[config.mk]
export PLATFORM = sky130hd
export DESIGN_NAME = pixel_format_to_gray_unit_flat
export DESIGN_NICKNAME = d
export VERILOG_FILES = /design/src/hdl/pfg_pkg.sv /design/src/hdl/pfg_in_if.sv /design/src/hdl/pfg_out_if.sv /design/src/hdl/pfg_udiv.sv /design/src/hdl/pfg_queue.sv /design/src/hdl/pfg_front.sv /design/src/hdl/pfg_back.sv /design/src/hdl/pixel_format_to_gray_unit.sv /design/src/flat_wrapper.sv
export SDC_FILE = /design/constraint.sdc
export NUM_CORES = 2
export LEC_CHECK = 0
export ABC_AREA = 0
export BUFFER_PORTS_ARGS = -buffer_cell sky130_fd_sc_hd__buf_2
export CORE_MARGIN = 4
export CORE_UTILIZATION = 61
export DETAILED_ROUTE_END_ITERATION = 12
export GPL_TIMING_DRIVEN = 0
export PLACE_DENSITY = 0.83
export SKIP_LAST_GASP = 1
export SYNTH_ARGS = -nofsm -noshare
export SYNTH_HDL_FRONTEND = slang
export SYNTH_SLANG_ARGS = --single-unit
export TNS_END_PERCENT = 100
[constraint.sdc]
create_clock -name i_clk -period 21.5 [get_ports i_clk]
set_input_delay 2.15 -clock i_clk [delete_from_list [all_inputs] [get_ports i_clk]]
set_output_delay 2.15 -clock i_clk [all_outputs]
set_load 0.01 [all_outputs]
[src/hdl/pfg_pkg.sv]
// ============================================================================
// pfg_pkg: shared types and constants for the pixel-to-gray converter
// Format codes, register indexes, the classified command that the front
// queues for the back, and the fixed-point coefficient sets.
// ============================================================================
`default_nettype none

package pfg_pkg;

    // configuration port
    localparam int CFG_IDX_W  = 3;
    localparam int CFG_DATA_W = 2;

    typedef enum logic [CFG_IDX_W-1:0] {
        CFG_FORMAT = 3'd0,
        CFG_RED    = 3'd1,
        CFG_GREEN  = 3'd2,
        CFG_BLUE   = 3'd3,
        CFG_ALPHA  = 3'd4,
        CFG_PREMUL = 3'd5
    } t_cfg_idx;

    typedef enum logic [1:0] {
        FMT_RGB    = 2'd0,
        FMT_PLANAR = 2'd1,
        FMT_YUYV   = 2'd2,
        FMT_PASS   = 2'd3
    } t_fmt;

    // what the back has to do with one queued pixel
    typedef enum logic [2:0] {
        KIND_RGB     = 3'd0,   // packed rgb, channels used as they are
        KIND_RGB_DIV = 3'd1,   // packed rgb, undo premultiplied alpha
        KIND_PLANAR  = 3'd2,
        KIND_YUYV    = 3'd3,
        KIND_PASS    = 3'd4
    } t_kind;

    // c0..c3 by kind: rgb r,g,b,a; planar y,u,v,-; yuyv y0,u,v,y1; pass y,-,-,-
    typedef struct packed {
        t_kind      kind;
        logic [7:0] c0;
        logic [7:0] c1;
        logic [7:0] c2;
        logic [7:0] c3;
        logic       az;
    } t_cmd;

    // signed accumulator width for the yuv conversions
    localparam int ACC_W = 27;
    localparam int K_W   = 18;

    // planar: integer BT.601, Q8
    localparam logic signed [K_W-1:0] PL_KY  = 18'sd298;
    localparam logic signed [K_W-1:0] PL_KRV = 18'sd409;
    localparam logic signed [K_W-1:0] PL_KGU = 18'sd100;
    localparam logic signed [K_W-1:0] PL_KGV = 18'sd208;
    localparam logic signed [K_W-1:0] PL_KBU = 18'sd516;
    localparam int                    PL_RND = 128;

    // yuyv: Q16 (1.0, 1.4075, 0.3455, 0.7169, 1.7790)
    localparam logic signed [K_W-1:0] YV_KY  = 18'sd65536;
    localparam logic signed [K_W-1:0] YV_KRV = 18'sd92242;
    localparam logic signed [K_W-1:0] YV_KGU = 18'sd22643;
    localparam logic signed [K_W-1:0] YV_KGV = 18'sd46983;
    localparam logic signed [K_W-1:0] YV_KBU = 18'sd116589;

    // luma weights, Q10
    localparam logic [9:0]  LUMA_R   = 10'd306;
    localparam logic [9:0]  LUMA_G   = 10'd601;
    localparam logic [9:0]  LUMA_B   = 10'd117;
    localparam logic [10:0] LUMA_RND = 11'h200;

    // divider: 8 quotient bits, DIV_STEPS per pipeline stage
    localparam int DIV_STEPS  = 2;
    localparam int DIV_STAGES = 8 / DIV_STEPS;
    localparam int DIV_LAT    = DIV_STAGES + 1;

endpackage

`default_nettype wire

[src/hdl/pfg_in_if.sv]
// ============================================================================
// pfg_in_if: pixel input channel
// valid/ready handshake carrying one pixel word and planar chroma per beat.
// ============================================================================
`default_nettype none

interface pfg_in_if;
    logic        valid;
    logic        ready;
    logic [31:0] pixel_word;
    logic [7:0]  chroma_u;
    logic [7:0]  chroma_v;

    modport source (output valid, pixel_word, chroma_u, chroma_v, input ready);
    modport sink   (input valid, pixel_word, chroma_u, chroma_v, output ready);
endinterface

`default_nettype wire

[src/hdl/pfg_out_if.sv]
// ============================================================================
// pfg_out_if: gray output channel
// valid/ready handshake carrying one gray level and its flags per beat.
// ============================================================================
`default_nettype none

interface pfg_out_if;
    logic       valid;
    logic       ready;
    logic [7:0] gray_value;
    logic       last;
    logic       alpha_zero;

    modport source (output valid, gray_value, last, alpha_zero, input ready);
    modport sink   (input valid, gray_value, last, alpha_zero, output ready);
endinterface

`default_nettype wire

[src/hdl/pfg_udiv.sv]
// ============================================================================
// pfg_udiv: pipelined saturating divider for alpha un-premultiply
// Computes min(255, floor(num*255 / den)), DIV_STEPS quotient bits a stage.
// ============================================================================
`default_nettype none

module pfg_udiv (
    input  wire logic       i_clk,
    input  wire logic       i_en,
    input  wire logic [7:0] i_num,
    input  wire logic [7:0] i_den,
    output logic      [7:0] o_quo
);

    localparam int NS  = pfg_pkg::DIV_STAGES;
    localparam int SPS = pfg_pkg::DIV_STEPS;

    typedef struct packed {
        logic [7:0] rem;
        logic [7:0] low;
        logic [7:0] quo;
        logic [7:0] den;
        logic       sat;
    } t_dstate;

    t_dstate r_st [NS+1];
    t_dstate n_st [NS+1];

    // one restoring step; rem < den holds on entry
    function automatic t_dstate div_step(input t_dstate s);
        t_dstate    o;
        logic [8:0] t;
        o     = s;
        t     = {s.rem, s.low[7]};
        o.low = {s.low[6:0], 1'b0};
        if (t >= {1'b0, s.den}) begin
            o.rem = 8'(t - {1'b0, s.den});
            o.quo = {s.quo[6:0], 1'b1};
        end else begin
            o.rem = t[7:0];
            o.quo = {s.quo[6:0], 1'b0};
        end
        return o;
    endfunction

    always_comb begin
        logic [15:0] prod;
        t_dstate     s;
        prod         = {i_num, 8'h00} - {8'h00, i_num};
        n_st[0].rem  = prod[15:8];
        n_st[0].low  = prod[7:0];
        n_st[0].quo  = '0;
        n_st[0].den  = i_den;
        // quotient above 255 iff num*255 >= 256*den
        n_st[0].sat  = (prod[15:8] >= i_den);
        for (int k = 0; k < NS; k++) begin
            s = r_st[k];
            for (int j = 0; j < SPS; j++) begin
                s = div_step(s);
            end
            n_st[k+1] = s;
        end
    end

    always_ff @(posedge i_clk) begin
        if (i_en) begin
            for (int k = 0; k <= NS; k++) begin
                r_st[k] <= n_st[k];
            end
        end
    end

    assign o_quo = r_st[NS].sat ? 8'hFF : r_st[NS].quo;

endmodule

`default_nettype wire

[src/hdl/pfg_queue.sv]
// ============================================================================
// pfg_queue: command queue between front and back
// Small register FIFO of classified pixels; head is read from a register.
// ============================================================================
`default_nettype none

module pfg_queue #(
    parameter int DEPTH = 4
) (
    input  wire logic          i_clk,
    input  wire logic          i_rst_n,
    input  wire logic          i_push,
    input  wire pfg_pkg::t_cmd i_data,
    output logic               o_full,
    input  wire logic          i_pop,
    output logic               o_valid,
    output pfg_pkg::t_cmd      o_data
);

    localparam int PTR_W = (DEPTH > 1) ? $clog2(DEPTH) : 1;
    localparam int CNT_W = $clog2(DEPTH + 1);

    pfg_pkg::t_cmd    r_mem [DEPTH];
    logic [PTR_W-1:0] r_wr;
    logic [PTR_W-1:0] r_rd;
    logic [CNT_W-1:0] r_cnt;

    function automatic logic [PTR_W-1:0] ptr_inc(input logic [PTR_W-1:0] p);
        return (p == PTR_W'(DEPTH - 1)) ? '0 : p + PTR_W'(1);
    endfunction

    always_ff @(posedge i_clk) begin
        if (!i_rst_n) begin
            r_wr  <= '0;
            r_rd  <= '0;
            r_cnt <= '0;
        end else begin
            if (i_push) begin
                r_wr <= ptr_inc(r_wr);
            end
            if (i_pop) begin
                r_rd <= ptr_inc(r_rd);
            end
            unique case ({i_push, i_pop})
                2'b10:   r_cnt <= r_cnt + CNT_W'(1);
                2'b01:   r_cnt <= r_cnt - CNT_W'(1);
                default: r_cnt <= r_cnt;
            endcase
        end
    end

    always_ff @(posedge i_clk) begin
        if (i_push) begin
            r_mem[r_wr] <= i_data;
        end
    end

    assign o_full  = (r_cnt == CNT_W'(DEPTH));
    assign o_valid = (r_cnt != '0);
    assign o_data  = r_mem[r_rd];

endmodule

`default_nettype wire

[src/hdl/pfg_front.sv]
// ============================================================================
// pfg_front: configuration registers and pixel classification
// Picks byte lanes per format and pushes one command per accepted beat.
// ============================================================================
`default_nettype none

module pfg_front (
    input  wire logic                             i_clk,
    input  wire logic                             i_rst_n,
    input  wire logic                             i_cfg_we,
    input  wire logic [pfg_pkg::CFG_IDX_W-1:0]    i_cfg_idx,
    input  wire logic [pfg_pkg::CFG_DATA_W-1:0]   i_cfg_data,
    pfg_in_if.sink                                i_pix,
    input  wire logic                             i_full,
    output logic                                  o_push,
    output pfg_pkg::t_cmd                         o_cmd
);

    pfg_pkg::t_fmt r_mode;
    logic [1:0]    r_red;
    logic [1:0]    r_green;
    logic [1:0]    r_blue;
    logic [1:0]    r_alpha;
    logic          r_premul;

    always_ff @(posedge i_clk) begin
        if (!i_rst_n) begin
            r_mode   <= pfg_pkg::FMT_RGB;
            r_red    <= 2'd1;
            r_green  <= 2'd2;
            r_blue   <= 2'd3;
            r_alpha  <= 2'd0;
            r_premul <= 1'b0;
        end else if (i_cfg_we) begin
            unique case (pfg_pkg::t_cfg_idx'(i_cfg_idx))
                pfg_pkg::CFG_FORMAT: r_mode   <= pfg_pkg::t_fmt'(i_cfg_data);
                pfg_pkg::CFG_RED:    r_red    <= i_cfg_data;
                pfg_pkg::CFG_GREEN:  r_green  <= i_cfg_data;
                pfg_pkg::CFG_BLUE:   r_blue   <= i_cfg_data;
                pfg_pkg::CFG_ALPHA:  r_alpha  <= i_cfg_data;
                pfg_pkg::CFG_PREMUL: r_premul <= i_cfg_data[0];
                default:             ;  // unmapped index, ignored
            endcase
        end
    end

    logic [31:0] w_word;
    logic [7:0]  w_r, w_g, w_b, w_a;

    assign w_word = i_pix.pixel_word;
    assign w_r    = w_word[{r_red,   3'b000} +: 8];
    assign w_g    = w_word[{r_green, 3'b000} +: 8];
    assign w_b    = w_word[{r_blue,  3'b000} +: 8];
    assign w_a    = w_word[{r_alpha, 3'b000} +: 8];

    always_comb begin
        o_cmd    = '0;
        o_cmd.c0 = w_word[7:0];
        unique case (r_mode)
            pfg_pkg::FMT_RGB: begin
                o_cmd.c0 = w_r;
                o_cmd.c1 = w_g;
                o_cmd.c2 = w_b;
                o_cmd.c3 = w_a;
                o_cmd.az = r_premul && (w_a == 8'd0);
                o_cmd.kind = (r_premul && (w_a != 8'd0)) ? pfg_pkg::KIND_RGB_DIV
                                                         : pfg_pkg::KIND_RGB;
            end
            pfg_pkg::FMT_PLANAR: begin
                o_cmd.kind = pfg_pkg::KIND_PLANAR;
                o_cmd.c1   = i_pix.chroma_u;
                o_cmd.c2   = i_pix.chroma_v;
            end
            pfg_pkg::FMT_YUYV: begin
                o_cmd.kind = pfg_pkg::KIND_YUYV;
                o_cmd.c1   = w_word[15:8];
                o_cmd.c2   = w_word[31:24];
                o_cmd.c3   = w_word[23:16];
            end
            default: begin
                o_cmd.kind = pfg_pkg::KIND_PASS;
            end
        endcase
    end

    assign i_pix.ready = !i_full;
    assign o_push      = i_pix.valid && !i_full;

endmodule

`default_nettype wire

[src/hdl/pfg_back.sv]
// ============================================================================
// pfg_back: conversion and luma pipeline
// Issues one result per cycle, unless stalled, from the queue head (two for
// yuyv), runs yuv products, clamp, un-premultiply divider, luma, output reg.
// ============================================================================
`default_nettype none

module pfg_back (
    input  wire logic          i_clk,
    input  wire logic          i_rst_n,
    input  wire logic          i_valid,
    input  wire pfg_pkg::t_cmd i_cmd,
    output logic               o_pop,
    pfg_out_if.source          o_gray
);

    localparam int AW = pfg_pkg::ACC_W;
    localparam int KW = pfg_pkg::K_W;
    localparam int DL = pfg_pkg::DIV_LAT;

    typedef struct packed {
        logic            valid;
        pfg_pkg::t_kind  kind;
        logic [7:0]      y;
        logic [7:0]      u;
        logic [7:0]      v;
        logic [7:0]      a;
        logic            az;
        logic            last;
        logic signed [AW-1:0] ay;
        logic signed [AW-1:0] re;
        logic signed [AW-1:0] gu;
        logic signed [AW-1:0] gv;
        logic signed [AW-1:0] bu;
    } t_s1;

    typedef struct packed {
        logic       valid;
        logic       div;
        logic       az;
        logic       last;
        logic [7:0] r;
        logic [7:0] g;
        logic [7:0] b;
    } t_ch;

    typedef struct packed {
        logic        valid;
        logic        az;
        logic        last;
        logic [17:0] pr;
        logic [17:0] pg;
        logic [17:0] pb;
    } t_l1;

    // floor(s / 2^8 or 2^16) clamped to 0..255
    function automatic logic [7:0] clamp_shift(input logic signed [AW-1:0] s,
                                               input logic q16);
        logic [AW-1:0] q;
        q = q16 ? ($unsigned(s) >> 16) : ($unsigned(s) >> 8);
        if (s[AW-1]) begin
            return 8'd0;
        end
        return (|q[AW-1:8]) ? 8'hFF : q[7:0];
    endfunction

    logic r_half;        // second yuyv result is next
    logic r_out_valid;
    logic w_adv;         // whole pipeline moves

    assign w_adv = !r_out_valid || o_gray.ready;

    // ---- issue -----------------------------------------------------------
    logic w_yuyv;
    assign w_yuyv = (i_cmd.kind == pfg_pkg::KIND_YUYV);
    assign o_pop  = w_adv && i_valid && (!w_yuyv || r_half);

    always_ff @(posedge i_clk) begin
        if (!i_rst_n) begin
            r_half <= 1'b0;
        end else if (w_adv && i_valid && w_yuyv) begin
            r_half <= !r_half;
        end
    end

    // ---- stage 1: conversion products -----------------------------------
    t_s1 r_s1, n_s1;

    always_comb begin
        logic [7:0]              y;
        logic signed [9:0]       yop;
        logic signed [8:0]       d, e;
        logic signed [KW-1:0]    ky, krv, kgu, kgv, kbu;
        logic                    planar;
        y      = (w_yuyv && r_half) ? i_cmd.c3 : i_cmd.c0;
        d      = $signed({1'b0, i_cmd.c1}) - 9'sd128;
        e      = $signed({1'b0, i_cmd.c2}) - 9'sd128;
        planar = (i_cmd.kind == pfg_pkg::KIND_PLANAR);
        yop    = planar ? ($signed({2'b00, y}) - 10'sd16) : $signed({2'b00, y});
        ky     = planar ? pfg_pkg::PL_KY  : pfg_pkg::YV_KY;
        krv    = planar ? pfg_pkg::PL_KRV : pfg_pkg::YV_KRV;
        kgu    = planar ? pfg_pkg::PL_KGU : pfg_pkg::YV_KGU;
        kgv    = planar ? pfg_pkg::PL_KGV : pfg_pkg::YV_KGV;
        kbu    = planar ? pfg_pkg::PL_KBU : pfg_pkg::YV_KBU;

        n_s1.valid = i_valid;
        n_s1.kind  = i_cmd.kind;
        n_s1.y     = y;
        n_s1.u     = i_cmd.c1;
        n_s1.v     = i_cmd.c2;
        n_s1.a     = i_cmd.c3;
        n_s1.az    = i_cmd.az;
        n_s1.last  = !(w_yuyv && !r_half);
        n_s1.ay    = AW'(yop) * AW'(ky);
        n_s1.re    = AW'(e) * AW'(krv);
        n_s1.gu    = AW'(d) * AW'(kgu);
        n_s1.gv    = AW'(e) * AW'(kgv);
        n_s1.bu    = AW'(d) * AW'(kbu);
    end

    // ---- stage 2: sums, clamp, channel select ---------------------------
    t_ch        r_s2, n_s2;
    logic [7:0] r_s2_a;

    always_comb begin
        logic signed [AW-1:0] rnd, sr, sg, sb;
        logic                 q16;
        rnd = (r_s1.kind == pfg_pkg::KIND_PLANAR) ? AW'(pfg_pkg::PL_RND) : '0;
        q16 = (r_s1.kind == pfg_pkg::KIND_YUYV);
        sr  = r_s1.ay + r_s1.re + rnd;
        sg  = r_s1.ay - r_s1.gu - r_s1.gv + rnd;
        sb  = r_s1.ay + r_s1.bu + rnd;

        n_s2.valid = r_s1.valid;
        n_s2.div   = (r_s1.kind == pfg_pkg::KIND_RGB_DIV);
        n_s2.az    = r_s1.az;
        n_s2.last  = r_s1.last;
        unique case (r_s1.kind)
            pfg_pkg::KIND_RGB, pfg_pkg::KIND_RGB_DIV: begin
                n_s2.r = r_s1.y;
                n_s2.g = r_s1.u;
                n_s2.b = r_s1.v;
            end
            pfg_pkg::KIND_PLANAR, pfg_pkg::KIND_YUYV: begin
                n_s2.r = clamp_shift(sr, q16);
                n_s2.g = clamp_shift(sg, q16);
                n_s2.b = clamp_shift(sb, q16);
            end
            default: begin
                // luma weights sum to 1024, so equal channels give y back
                n_s2.r = r_s1.y;
                n_s2.g = r_s1.y;
                n_s2.b = r_s1.y;
            end
        endcase
    end

    // ---- divider stages with matching sideband ---------------------------
    logic [7:0] w_qr, w_qg, w_qb;
    t_ch        r_sb [DL];

    pfg_udiv u_div_r (.i_clk(i_clk), .i_en(w_adv), .i_num(r_s2.r), .i_den(r_s2_a),
                      .o_quo(w_qr));
    pfg_udiv u_div_g (.i_clk(i_clk), .i_en(w_adv), .i_num(r_s2.g), .i_den(r_s2_a),
                      .o_quo(w_qg));
    pfg_udiv u_div_b (.i_clk(i_clk), .i_en(w_adv), .i_num(r_s2.b), .i_den(r_s2_a),
                      .o_quo(w_qb));

    // ---- luma products ---------------------------------------------------
    t_l1        r_l1, n_l1;

    always_comb begin
        logic [7:0] r, g, b;
        r = r_sb[DL-1].div ? w_qr : r_sb[DL-1].r;
        g = r_sb[DL-1].div ? w_qg : r_sb[DL-1].g;
        b = r_sb[DL-1].div ? w_qb : r_sb[DL-1].b;
        n_l1.valid = r_sb[DL-1].valid;
        n_l1.az    = r_sb[DL-1].az;
        n_l1.last  = r_sb[DL-1].last;
        n_l1.pr    = 18'(r) * 18'(pfg_pkg::LUMA_R);
        n_l1.pg    = 18'(g) * 18'(pfg_pkg::LUMA_G);
        n_l1.pb    = 18'(b) * 18'(pfg_pkg::LUMA_B);
    end

    logic [18:0] w_sum;
    assign w_sum = 19'(r_l1.pr) + 19'(r_l1.pg) + 19'(r_l1.pb) + 19'(pfg_pkg::LUMA_RND);

    // ---- pipeline registers ----------------------------------------------
    logic [7:0] r_gray;
    logic       r_last;
    logic       r_az;

    always_ff @(posedge i_clk) begin
        if (!i_rst_n) begin
            r_s1.valid  <= 1'b0;
            r_s2.valid  <= 1'b0;
            for (int k = 0; k < DL; k++) begin
                r_sb[k].valid <= 1'b0;
            end
            r_l1.valid  <= 1'b0;
            r_out_valid <= 1'b0;
        end else if (w_adv) begin
            r_s1   <= n_s1;
            r_s2   <= n_s2;
            r_sb[0] <= r_s2;
            for (int k = 1; k < DL; k++) begin
                r_sb[k] <= r_sb[k-1];
            end
            r_l1        <= n_l1;
            r_out_valid <= r_l1.valid;
        end
    end

    always_ff @(posedge i_clk) begin
        if (w_adv) begin
            r_s2_a <= r_s1.a;
            r_gray <= w_sum[17:10];
            r_last <= r_l1.last;
            r_az   <= r_l1.az;
        end
    end

    assign o_gray.valid      = r_out_valid;
    assign o_gray.gray_value = r_gray;
    assign o_gray.last       = r_last;
    assign o_gray.alpha_zero = r_az;

endmodule

`default_nettype wire

[src/hdl/pixel_format_to_gray_unit.sv]
// ============================================================================
// pixel_format_to_gray_unit: pixel word to 8-bit gray converter
// Front classifies pixels into a short queue; back pipeline computes gray.
// ============================================================================
// Usage
//   i_pix   : pixel beats (valid/ready). pixel_word holds four byte lanes;
//             chroma_u/chroma_v are only looked at in planar yuv mode.
//   o_gray  : gray beats (valid/ready). One beat per pixel, two for a yuyv
//             pair (last low on the y0 beat, high on the y1 beat).
//   i_cfg_* : register writes, one per cycle while i_cfg_we is high; only
//             change them with the block drained.
// Throughput: one pixel per cycle while the output is not stalled; a yuyv
//   pixel holds the issue stage until both its gray beats are issued. The
//   issue stage and the 9-stage back pipeline move together on a single
//   advance enable.
// Reset (synchronous, active low) empties the queue and the pipeline and
//   loads the register defaults: packed rgb, red lane 1, green 2, blue 3,
//   alpha 0, premultiply off.
// Stall: a full output register with ready low freezes the back; the queue
//   keeps taking pixels until it is full, then i_pix.ready drops.
// ============================================================================
`default_nettype none

module pixel_format_to_gray_unit #(
    parameter int QUEUE_DEPTH = 4
) (
    input  wire logic                           i_clk,
    input  wire logic                           i_rst_n,
    input  wire logic                           i_cfg_we,
    input  wire logic [pfg_pkg::CFG_IDX_W-1:0]  i_cfg_idx,
    input  wire logic [pfg_pkg::CFG_DATA_W-1:0] i_cfg_data,
    pfg_in_if.sink                              i_pix,
    pfg_out_if.source                           o_gray
);

    // front -> queue
    logic          w_push;
    logic          w_full;
    pfg_pkg::t_cmd w_cmd_in;

    // queue -> back
    logic          w_head_valid;
    logic          w_pop;
    pfg_pkg::t_cmd w_head;

    pfg_front u_front (
        .i_clk      (i_clk),
        .i_rst_n    (i_rst_n),
        .i_cfg_we   (i_cfg_we),
        .i_cfg_idx  (i_cfg_idx),
        .i_cfg_data (i_cfg_data),
        .i_pix      (i_pix),
        .i_full     (w_full),
        .o_push     (w_push),
        .o_cmd      (w_cmd_in)
    );

    // decouples input acceptance from back-pressure on the output
    pfg_queue #(
        .DEPTH (QUEUE_DEPTH)
    ) u_queue (
        .i_clk   (i_clk),
        .i_rst_n (i_rst_n),
        .i_push  (w_push),
        .i_data  (w_cmd_in),
        .o_full  (w_full),
        .i_pop   (w_pop),
        .o_valid (w_head_valid),
        .o_data  (w_head)
    );

    // products, clamp, divider, luma, output register
    pfg_back u_back (
        .i_clk   (i_clk),
        .i_rst_n (i_rst_n),
        .i_valid (w_head_valid),
        .i_cmd   (w_head),
        .o_pop   (w_pop),
        .o_gray  (o_gray)
    );

endmodule

`default_nettype wire

[src/flat_wrapper.sv]
// flat-port wrapper written by rule: the top's interface ports become plain ports
module pixel_format_to_gray_unit_flat 
#(
    parameter int QUEUE_DEPTH = 4
)
  (i_clk, i_rst_n, i_cfg_we, i_cfg_idx, i_cfg_data, i_pix_valid, i_pix_pixel_word, i_pix_chroma_u, i_pix_chroma_v, i_pix_ready, o_gray_valid, o_gray_gray_value, o_gray_last, o_gray_alpha_zero, o_gray_ready);
  pfg_in_if i_pix_i ();
  pfg_out_if o_gray_i ();
  input  wire logic i_clk;
  input  wire logic i_rst_n;
  input  wire logic i_cfg_we;
  input  wire logic [pfg_pkg::CFG_IDX_W-1:0] i_cfg_idx;
  input  wire logic [pfg_pkg::CFG_DATA_W-1:0] i_cfg_data;
  input wire logic [$bits(i_pix_i.valid)-1:0] i_pix_valid;
  input wire logic [$bits(i_pix_i.pixel_word)-1:0] i_pix_pixel_word;
  input wire logic [$bits(i_pix_i.chroma_u)-1:0] i_pix_chroma_u;
  input wire logic [$bits(i_pix_i.chroma_v)-1:0] i_pix_chroma_v;
  output wire logic [$bits(i_pix_i.ready)-1:0] i_pix_ready;
  output wire logic [$bits(o_gray_i.valid)-1:0] o_gray_valid;
  output wire logic [$bits(o_gray_i.gray_value)-1:0] o_gray_gray_value;
  output wire logic [$bits(o_gray_i.last)-1:0] o_gray_last;
  output wire logic [$bits(o_gray_i.alpha_zero)-1:0] o_gray_alpha_zero;
  input wire logic [$bits(o_gray_i.ready)-1:0] o_gray_ready;
  assign i_pix_i.valid = i_pix_valid;
  assign i_pix_i.pixel_word = i_pix_pixel_word;
  assign i_pix_i.chroma_u = i_pix_chroma_u;
  assign i_pix_i.chroma_v = i_pix_chroma_v;
  assign i_pix_ready = i_pix_i.ready;
  assign o_gray_valid = o_gray_i.valid;
  assign o_gray_gray_value = o_gray_i.gray_value;
  assign o_gray_last = o_gray_i.last;
  assign o_gray_alpha_zero = o_gray_i.alpha_zero;
  assign o_gray_i.ready = o_gray_ready;
  pixel_format_to_gray_unit #(.QUEUE_DEPTH(QUEUE_DEPTH)) u_core (.i_clk(i_clk), .i_rst_n(i_rst_n), .i_cfg_we(i_cfg_we), .i_cfg_idx(i_cfg_idx), .i_cfg_data(i_cfg_data), .i_pix(i_pix_i), .o_gray(o_gray_i));
endmodule
# Yosys cells after proc, flatten, opt, wreduce, memory -nomap -nowiden

Memories as Yosys holds them, arrays and structs flattened. A register that Yosys moved wholly into a read port is not among the register bits.
Index checks and enable logic that the tools add are counted.
Widths: inputs -> output; s select.

Add/subtract/negate cells: 44
Multipliers: 8
Magnitude comparators: 27
Equality and inequality tests: 17
Shift-type cells: 4
Multiplexer cells: 104
Bitwise operators: 5
Reduce and logical (&&, ||, !) cells: 34

Operator list:

| kind                   | number |
|---|---|
| $mux 8                 | 42 |
| $ge 9x8->1             | 24 |
| $sub 8x8->8            | 24 |
| $shiftx 32x6->8        | 4 |
| $add 27x9->27          | 3 |
| $mux 19                | 3 |
| $reduce_or 19->1       | 3 |
| $add 27x27->27         | 2 |
| $mul 9x18->27          | 2 |
| $sub 27x27->27         | 2 |
| $mux 17                | 3 |
| $pmux 16 s3            | 1 |
| $pmux 24 s2            | 1 |
| $sub 16x8->16          | 3 |
| $mux 1                 | 44 |
| $mul 10x18->27         | 1 |
| $mul 9x17->26          | 1 |
| $mul 9x16->25          | 1 |
| $ge 8x8->1             | 3 |
| $add 17x18->18         | 1 |
| $add 18x10->18 const B | 1 |
| $add 18x15->18         | 1 |
| $eq 3x2->1 const B     | 6 |
| $mul 8x10->18 const B  | 1 |
| other kinds (30)       | 66 |

Flip-flop bits (word level): 291
Bits in writable memories: 779
Input bits: 58
Logic and storage cells: 289
Memories kept: 5

Memories:

| name                       | depth | bits a word | read ports | clocked after Yosys merged registers in | write ports | RTL line        | RTL |
|---|---|---|---|---|---|---|---|
| u_core.u_back.u_div_b.r_st | 5     | 33          | 5          | 0                                       | 5           | pfg_udiv.sv:26  | `t_dstate r_st [NS+1];` |
| u_core.u_back.u_div_g.r_st | 5     | 33          | 5          | 0                                       | 5           | pfg_udiv.sv:26  |  |
| u_core.u_back.u_div_r.r_st | 5     | 33          | 5          | 0                                       | 5           | pfg_udiv.sv:26  |  |
| u_core.u_queue.r_mem       | 4     | 36          | 1          | 1                                       | 1           | pfg_queue.sv:23 | `pfg_pkg::t_cmd r_mem [DEPTH];` |
| u_core.u_back.r_sb         | 5     | 28          | 5          | 0                                       | 5           | pfg_back.sv:160 | `t_ch r_sb [DL];` |

# Longest topological paths before layout

Depth after elaboration: 8
Mapped depth: 30

# Hierarchy

From an unflattened synthesis, not the netlist that was laid out.

Cell total of the unflattened synthesis: 5485
Area total of the unflattened synthesis: 65106.2 µm²

Modules (own cells, without submodules):

| module    | times used | cells each | area each (µm²) |
|---|---|---|---|
| pfg_back  | 1          | 3290       | 36952.9 |
| pfg_udiv  | 3          | 592        | 6885.4 |
| pfg_queue | 1          | 235        | 5714.2 |
| pfg_front | 1          | 184        | 1783.0 |

# Worst setup path before layout

No wires, ideal clock.

Kind: input -> register
From: in o_gray_ready
To: reg u_core.u_back.r_s1, in the netlist u_core.u_back.n_s2[24], enable pin
Setup time: 0.788 ns
Arrival time: 19.186 ns
Required time: 20.712 ns
Slack: 1.526 ns
Cell stages on the path: 4
Path buffers: 1
Cell sequence: nor2b_1 -> clkinv_1 -> clkbuf_1 -> and2_1

Longest elaborated chain between the ends: 2

RTL lines:

| item                           | RTL line           | RTL |
|---|---|---|
| start, declared                | flat_wrapper.sv:23 | `input wire logic [$bits(o_gray_i.ready)-1:0] o_gray_ready;` |
| $logic_or 1x1->1               | pfg_back.sv:71     | `assign w_adv = !r_out_valid \|\| o_gray.ready;` |
| net u_core.u_back.u_div_b.i_en | pfg_udiv.sv:9      | `input wire logic i_en,` |
| $reduce_and 2->1 (no line)     | --                 |  |
| end signal, assigned           | pfg_back.sv:203    | `r_s1 <= n_s1;` |
| end, declared                  | pfg_back.sv:87     | `t_s1 r_s1, n_s1;` |

The timed path passes the listed nets, and every way through them passes these cells.
A chain may end at the register's enable or synchronous reset.

==> summary.txt <==
Worst setup path
  • CP Launch Type: flip-flop
  • Worst R2R Path Depth: 29
  • CP endpoint kind: flip-flop
  • Critical Path Max Stage Delay: 0.83 ns
  • Critical-path top delay cell: clkbuf_1
  • WS Path Type: reg2reg
  • R2R setup slack: 11.58 ns
  • FF-to-FF End: u_core.u_back.r_s1[26]
  • CP Data Required Time: 21.91 ns
  • Cell mode on critical path: inv_1
  • Worst Path Max Fanout: 10
  • Crit path DAT: 10.33 ns

Clocking
  • Later-pin clock latency in the skew report: 0.66 ns
  • CTS tree: yes
  • Cts bufs inserted: 83
  • Post-CTS setup buffers: 0
  • Clock slew at reported path FFs: 0.06 ns
  • Max H-tree Level: 3
  • Hold_buf cts: 0
  • PostCTS Resize Cnt: 0
  • Clock tree buffer depth: 3
  • Clk root buf: clkbuf_16
  • Clock Sinks: 834

Global route
  • Largest net degree at the start of global routing: 75
  • Grt ovf: 0
  • Tot GR Track Use: 26.7%
  • Initial antenna violation count: 2
  • First-pass GRT wire length: 224,000 um
  • Vias in the first global route: 41,300

Yosys
  • Yosys warns: 0
  • Synthesized area: 61,500 sq um
  • Post-Synthesis Cells: 5,302
  • Area contributors post-synth: edfxtp_1 (40%), ha_1 (19%), fa_1 (9.6%)
  • Most frequent cell after synthesis: ha_1
  • Most instantiated cells after synthesis: ha_1 (915), edfxtp_1 (809), inv_1 (729)
  • Distinct cell type count after synthesis: 86
  • Seq/Total Area, Yosys: 40.3%
  • Ys async rst share: 0%
  • Mean Syn Cell Area: 11.6 sq um
  • Top FF cell, synth: edfxtp_1
  • Number of synthesized register bits: 834
  • Biggest area consumer among synthesized cells: edfxtp_1
  • EDFF count, synth: 809
  • Synth top area share: 39.5%

Routing
  • Routed Antenna Nets: 0
  • Vias: 41,000
  • Wirelength per Cell: 20.6 um
  • DRT iter0 DRCs: 3,353
  • DRC Markers: 0
  • DRT Wirelength: 141,000 um
  • Detail-routed via count per cell: 5.97
  • Pre-Repair DR Iteration Count: 6

Timing
  • Fin crit period: 9.92 ns
  • Hold Vio Cnt, Final: 0
  • Setup Skew: 0.0388 ns
  • Fin worst setup slack: 11.58 ns
  • Slew margin rel.: 19.7%
  • Max Clock Freq: 101 MHz
  • Final period util: 46.1%
  • Final Max Tran Viols: 0
  • Worst-Margin Slew: 1.21 ns
  • Finish-stage setup viols: 0
  • RSZ-0062 raised after global routing: no

Placement
  • Routability Congestion: 0.944
  • Dpl ws: 11.91 ns
  • Post-DP Area: 63,800 sq um
  • Dpl hpwl: 110,000 um
  • Port Buffer Count: 66

Hold path
  • Min-Delay Startpoint: u_core.u_back.u_div_g.r_st[0][42]
  • Hold WC Path Type: reg2reg
  • Hold path endpoint: u_core.u_back.u_div_g.r_st[0][77]
  • Hold Path Depth: 0

Final layout
  • NumNets Final: 6,757
  • Cell area after layout: 66,700 sq um
  • Layout cells sized above 1: 7.43%
  • Area Overhead vs Synth: 8.46%
  • Final Core Density: 66.7%
  • Fillers: 6,965

Floorplanning
  • Die Ht: 325 um
  • FP Rows: 116
  • Initial core utilization: 61.5%
  • I/O pins: 70
  • Core ar.: 100,000 sq um
  • Die W: 325 um
  • Die area: 106,000 sq um

Job
  • Max_cap viols: 0

Run status
  • Outcome: complete, no violations
[per-layer routing]
| metal | share of wire (%) | track usage [%] |
|---|---|---|
| met5 | 0 | 0 |
| met4 | 6.2 | 13.7 |
| met3 | 5.4 | 3.50 |
| met2 | 49 | 46.1 |
| met1 | 39 | 33.2 |
[cell usage in the layout, fill, tap and decap left out, types with 40 or more instances in the layout]
cell type and n:
nor3_1 49, clkbuf_16 84, nand3_1 57, xnor2_1 191, nand4_1 40, mux2_2 83
nor2b_1 89, a21oi_1 194, mux4_2 60, edfxtp_1 809, nor2_1 298, nand2b_1 61
fa_1 295, xor2_1 85, nand2_1 241, clkbuf_1 109, o21ai_0 222, mux2i_1 41
inv_1 729, buf_2 68, ha_1 915, and3_1 158, a21o_1 80
[worst max-delay path, delay by kind of cell, from the launching register on]
kind                       cells  cell delay [ns]
AOI/OAI and AO/OA              9             2.03
xor gates and xnor gates       1             0.09
adders and majority gates      6             2.77
buffers and inverters          8             2.65
DFF                            1             0.31
muxes                          1             0.44
and+or+nand+nor                4             1.35
[cell families (layout without fill, tap and decap cells)]
| logic type | count (synthesis) | count (layout) | share of synthesized area [%] |
|---|---|---|---|
| other | 2 | 26 | 0.0122 |
| flip-flops | 834 | 834 | 40.3 |
| AND/OR/NAND/NOR | 1107 | 1107 | 8.97 |
| adder cells (fa/ha/maj) | 1210 | 1210 | 28.2 |
| XOR/XNOR | 276 | 276 | 3.93 |
| multiplexers | 184 | 184 | 4.39 |
| AO/OA/AOI/OAI | 845 | 845 | 8.92 |
| buffers and inverters | 844 | 1078 | 5.23 |
[metrics by stage]
stage | std cells | hold slack, ns | setup TNS, ns
CTS | 6857 | 0.399 | 0
detailed placement | 6702 | 0.405 | 0
floorplan | 5325 | 0.400 | 0
global placement | 6689 | 0.401 | -1515.28
global route | 6857 | 0.423 | 0
finish | 6858 | 0.414 | 0
[how the worst max path moves through the flow]
stage / slack, ns / to / start / depth (start not counted)
finish: 11.58 / u_core.u_back.r_s1[26] / flip-flop / 29
global route: 11.37 / u_core.u_back.r_s1[26] / flip-flop / 29
CTS: 11.77 / u_core.u_back.r_s1[26] / flip-flop / 29
detailed placement: 11.91 / u_core.u_back.r_s1[26] / flip-flop / 29
global placement: -4.08 / u_core.u_back.r_s1[31] / o_gray_ready / 5
floorplan: 1.53 / u_core.u_back.n_s2[24] / o_gray_ready / 4
[registers in the layout, summed over array words and instances, names as in the netlist, 3 cells and up, named ones only]
register / count
u_core.u_back.r_s1: 164
u_core.u_queue.r_mem: 144
u_core.u_back.r_sb: 140
u_core.u_back.u_div_g.r_st: 109
u_core.u_back.u_div_b.r_st: 77
u_core.u_back.u_div_r.r_st: 77
u_core.u_back.r_l1: 52
u_core.u_back.r_s2: 28
u_core.u_back.o_gray.gray_value: 8
u_core.u_back.r_s2_a: 8
u_core.u_back.n_s2: 3
u_core.u_queue.r_cnt: 3
[area by class of cell]
class,count,area [sq um],share of cell area [%]
multi-input cells,3647,33600,50.3
flip-flops and latches,834,24800,37.2
inverters,735,2760,4.14
clock buffers,100,2170,3.26
well taps,1298,1620,2.44
clock inverters,55,664,0.996
repair buffers,79,643,0.964
plain buffers,109,458,0.687
diodes,1,2.50,0.00375
Power is not shown: default switching activity piles up to over one toggle a cycle in this logic, so the estimate is an artifact.
